`src/command_prefix_matcher_unit_macros.svh`:
```
// assertion macros for the command prefix matcher
`ifndef COMMAND_PREFIX_MATCHER_UNIT_MACROS_SVH
`define COMMAND_PREFIX_MATCHER_UNIT_MACROS_SVH

`ifndef SYNTHESIS
`define CPM_ASSERT_IMP(lbl, clk, rst_n, ante, cons) \
  lbl: assert property (@(posedge clk) disable iff (!rst_n) (ante) |-> (cons)) \
    else $error("assertion failed");
`define CPM_ASSERT_NXT(lbl, clk, rst_n, ante, cons) \
  lbl: assert property (@(posedge clk) disable iff (!rst_n) (ante) |=> (cons)) \
    else $error("assertion failed");
`else
`define CPM_ASSERT_IMP(lbl, clk, rst_n, ante, cons)
`define CPM_ASSERT_NXT(lbl, clk, rst_n, ante, cons)
`endif

`endif

```
`src/cpm_ram.sv`:
```
`default_nettype none
module cpm_ram #(
  parameter int WIDTH = 8,
  parameter int DEPTH = 64
) (
  input  wire logic                     clk,
  input  wire logic                     we,
  input  wire logic [$clog2(DEPTH)-1:0] waddr,
  input  wire logic [WIDTH-1:0]         wdata,
  input  wire logic [$clog2(DEPTH)-1:0] raddr,
  output logic      [WIDTH-1:0]         rdata
);
  logic [WIDTH-1:0] mem [DEPTH];

  always_ff @(posedge clk) begin
    if (we) begin
      mem[waddr] <= wdata;
    end
    rdata <= mem[raddr];
  end
endmodule
`default_nettype wire

```
`config.mk`:
```
export PLATFORM = sky130hd
export DESIGN_NAME = cpm_ram
export DESIGN_NICKNAME = d
export VERILOG_FILES = /design/src/command_prefix_matcher_unit_macros.svh /design/src/cpm_ram.sv
export SDC_FILE = /design/constraint.sdc
export NUM_CORES = 1
export LEC_CHECK = 0
export BUFFER_PORTS_ARGS = -buffer_cell sky130_fd_sc_hd__clkbuf_2
export CORE_UTILIZATION = 65
export DETAILED_ROUTE_END_ITERATION = 8
export PLACE_DENSITY = 0.82
export SLEW_MARGIN = 25
export SYNTH_ARGS = -nofsm -noshare
export SYNTH_HDL_FRONTEND = slang
export SYNTH_SLANG_ARGS = --single-unit
```
`constraint.sdc`:
```
create_clock -name clk -period 3 [get_ports clk]
set_input_delay 0.3 -clock clk [delete_from_list [all_inputs] [get_ports clk]]
set_output_delay 0.3 -clock clk [all_outputs]
set_load 0.1 [all_outputs]
```
==> run summary <==
Switching share of power: 0.208
WS Path Type: reg2reg
Dpl hpwl: 27.0 mm
Post-synthesis sequential area ratio: 0.770
Clock Root Buffer: clkbuf_16
Critical path required time: 3.44 ns
H-tree levels: 2
First-pass GRT wire length: 68.7 mm
Max_cap viols: 0
Tcrit/Tclk final: 0.696
Most common cell after layout, fill and taps aside: edfxtp_1
Routed wire length: 47.2 mm
Status: completed
DRT antenna net count: 0
Yosys reg bits: 520
Core Area: 30600 sq um
Final Worst Setup Slack: 0.911 ns
Worst reg2reg setup slack: 0.91 ns
PortBufs: 29
Setup-failing EPs final: 0
Worst r2r path cells: 5
Worst Path Max Fanout: 1
Core Rows: 64
Final setup skew: 0.0185 ns
Leading post-synthesis cells by cell area: edfxtp_1 76%, mux4_2 14%, nor2_1 1.5%, mux2i_1 1.1%, dfxtp_1 0.79%
Commonest non-fill, non-tap cells in the layout: 512 x edfxtp_1, 126 x mux4_2, 87 x buf_4
Worst setup SP type: register
Yosys warning total: 0
Cell Pwr Density: 667 nW/um^2
Cells after synthesis: 940
# diodes: 0
Longest Clk Path Bufs: 3
Post-Route Setup TNS: 0 ns
Largest net degree at the start of global routing: 65
Synthesized area: 20200 sq um
Max Clk Rate: 479 MHz
Reg-to-Reg End: rdata[4]
Wirelength per Cell: 31.5 um
Combinational Power Share: 0.058
Internal: 0.0121 W
Max-slew headroom: 0.432
Critical Path Sink Type: register
Top cell type by total area after synthesis: edfxtp_1
Die area: 31700 sq um
Clock network power share: 0.416
Final worst path period need: 2.09 ns
Total Routing Usage GR: 0.313
Clk slew on worst S/H paths: 0.07 ns
Starting Density: 0.659
HP Class: in2reg
Die width: 178 um
Fraction of layout cells with a size suffix above 1: 0.305
Peak VDD IR: 0.000541 V
Syn_area_per_cell: 21.5 sq um
RSZ-0062 raised after global routing: no
Cell count after placement: 1408
Crit Reg-Reg Startpoint: mem[16][4]
Clk_lat worst skew: 0.56 ns
Distinct cell type count after synthesis: 40
DR iter-0 viols: 1670
DRT Pass-1 Iters: 5
Vias in the first global route: 10.6k
Final GP Congestion: 0.841
CTS sink cnt: 520
CTS-repair resized insts: 0
Seq pwr share: 0.527
NetSw: 0.00319 W
Net Count, Synth: 962
Via Count: 10.5k
Critical path origin: mem[16][4]
DRC: 0
Area grow syn2layout: 14.0%
Avg Vias per Cell: 7.00
CTS tree: built
Die height: 178 um
Final Max Slew Viols: 0
Hold buffers post-CTS: 0
P_leak: 7.41 nW
Total CTS buffers: 49
Slew @ Worst Pin: 0.853 ns
Boundary pin count: 30
GRT overflow: 0
Post CTS Setup Buffer Count: 0
Final hold viol count: 0
CP Capture Point: rdata[4]
Nets@finish: 1085
Initial antenna violation count: 0
Critical Path AT: 2.53 ns
Synth top area share: 0.762
Setup WS pre-CTS: 0.437 ns
Fin cells: 1496
# fillers: 1545
-- power groups by stage --
stage | registers [W] | logic [W] | clock network, W
CTS | 0.00807 | 0.000876 | 0.00638
global route | 0.00807 | 0.000920 | 0.00664
detailed placement | 0.00822 | 0.000857 | 0
global placement | 0.00822 | 0.000835 | 0
floorplan | 0.00831 | 0.000429 | 0
finish | 0.00807 | 0.000883 | 0.00637
-- metrics by stage --
step	utilization	power [W]	hold WS (ns)	area, sq um
final	0.751	0.0153	0.195	23000
after global routing	0.751	0.0156	0.212	23000
after CTS	0.751	0.0153	0.200	23000
after detailed placement	0.697	0.00908	0.768	21300
after global placement	0.697	0.00905	0.780	21300
after floorplan	-	0.00874	0.399	20200
-- critical path, cell delays in order, from the launching register on --
cell      delay [ns]
edfxtp_1        0.42
mux4_2          0.48
mux2_2          0.28
o221a_2         0.27
nor3_1          0.38
o32ai_1         0.14
-- state kept, by name (all words and copies together), names as in the netlist --
signal / flops
mem: 512
rdata: 8
-- synth_stat cells (all sizes together) --
| library cell | instances |
|---|---|
| a2111oi | 2 |
| a211oi | 4 |
| a21oi | 3 |
| a221oi | 6 |
| a22oi | 3 |
| a31oi | 1 |
| and2 | 1 |
| buf | 34 |
| clkbuf | 17 |
| dfxtp | 8 |
| edfxtp | 512 |
| mux2 | 13 |
| mux2i | 23 |
| mux4 | 126 |
| nand2 | 19 |
| nand2b | 7 |
| nand3 | 13 |
| nand3b | 3 |
| nand4 | 2 |
| nand4b | 1 |
| nor2 | 83 |
| nor2b | 14 |
| nor3 | 7 |
| nor4 | 2 |
| o2111ai | 3 |
| o21a | 2 |
| o21ai | 4 |
| o221a | 2 |
| o221ai | 8 |
| o22ai | 8 |
| o2bb2ai | 3 |
| o311ai | 1 |
| o32ai | 2 |
| o41ai | 2 |
| or3 | 1 |
-- logic make-up after synthesis --
logic type / after synthesis / synth area share
multiplexers: 162 / 0.159
AO/OA/AOI/OAI: 54 / 0.0207
AND/OR/NAND/NOR: 153 / 0.0339
buffers and inverters: 51 / 0.0157
flip-flops: 520 / 0.770
-- area by class of cell --
| class | count | area (sq um) | area share |
|---|---|---|---|
| Clock buffer | 59 | 1310 | 0.0568 |
| Clock inverter | 29 | 347 | 0.0151 |
| Multi-Input combinational cell | 369 | 4320 | 0.188 |
| Sequential cell | 520 | 15500 | 0.676 |
| Tap cell | 396 | 495 | 0.0216 |
| Timing Repair Buffer | 123 | 982 | 0.0427 |
-- per-layer routing --
layer,track usage,part of all wire,routed length [um],vias to the layer above
li1,-,-,-,4175
met1,0.441,0.35,16600,5327
met2,0.486,0.48,22600,838
met3,0.0725,0.13,6020,138
met4,0.122,0.041,1940,0
met5,0,0,0,-
-- worst min path at each step --
stage          slack, ns  cells past startpoint         end     start
2_1_floorplan       0.40                      0   mem[0][0]  wdata[0]
3_3_place_gp        0.78                      1  mem[19][3]  wdata[3]
3_5_place_dp        0.77                      1  mem[17][3]  wdata[3]
4_1_cts             0.20                      1  mem[19][3]  wdata[3]
5_1_grt             0.21                      1  mem[19][3]  wdata[3]
6_report            0.20                      1  mem[19][3]  wdata[3]
Note: power is estimated with default switching activity, not from simulation.
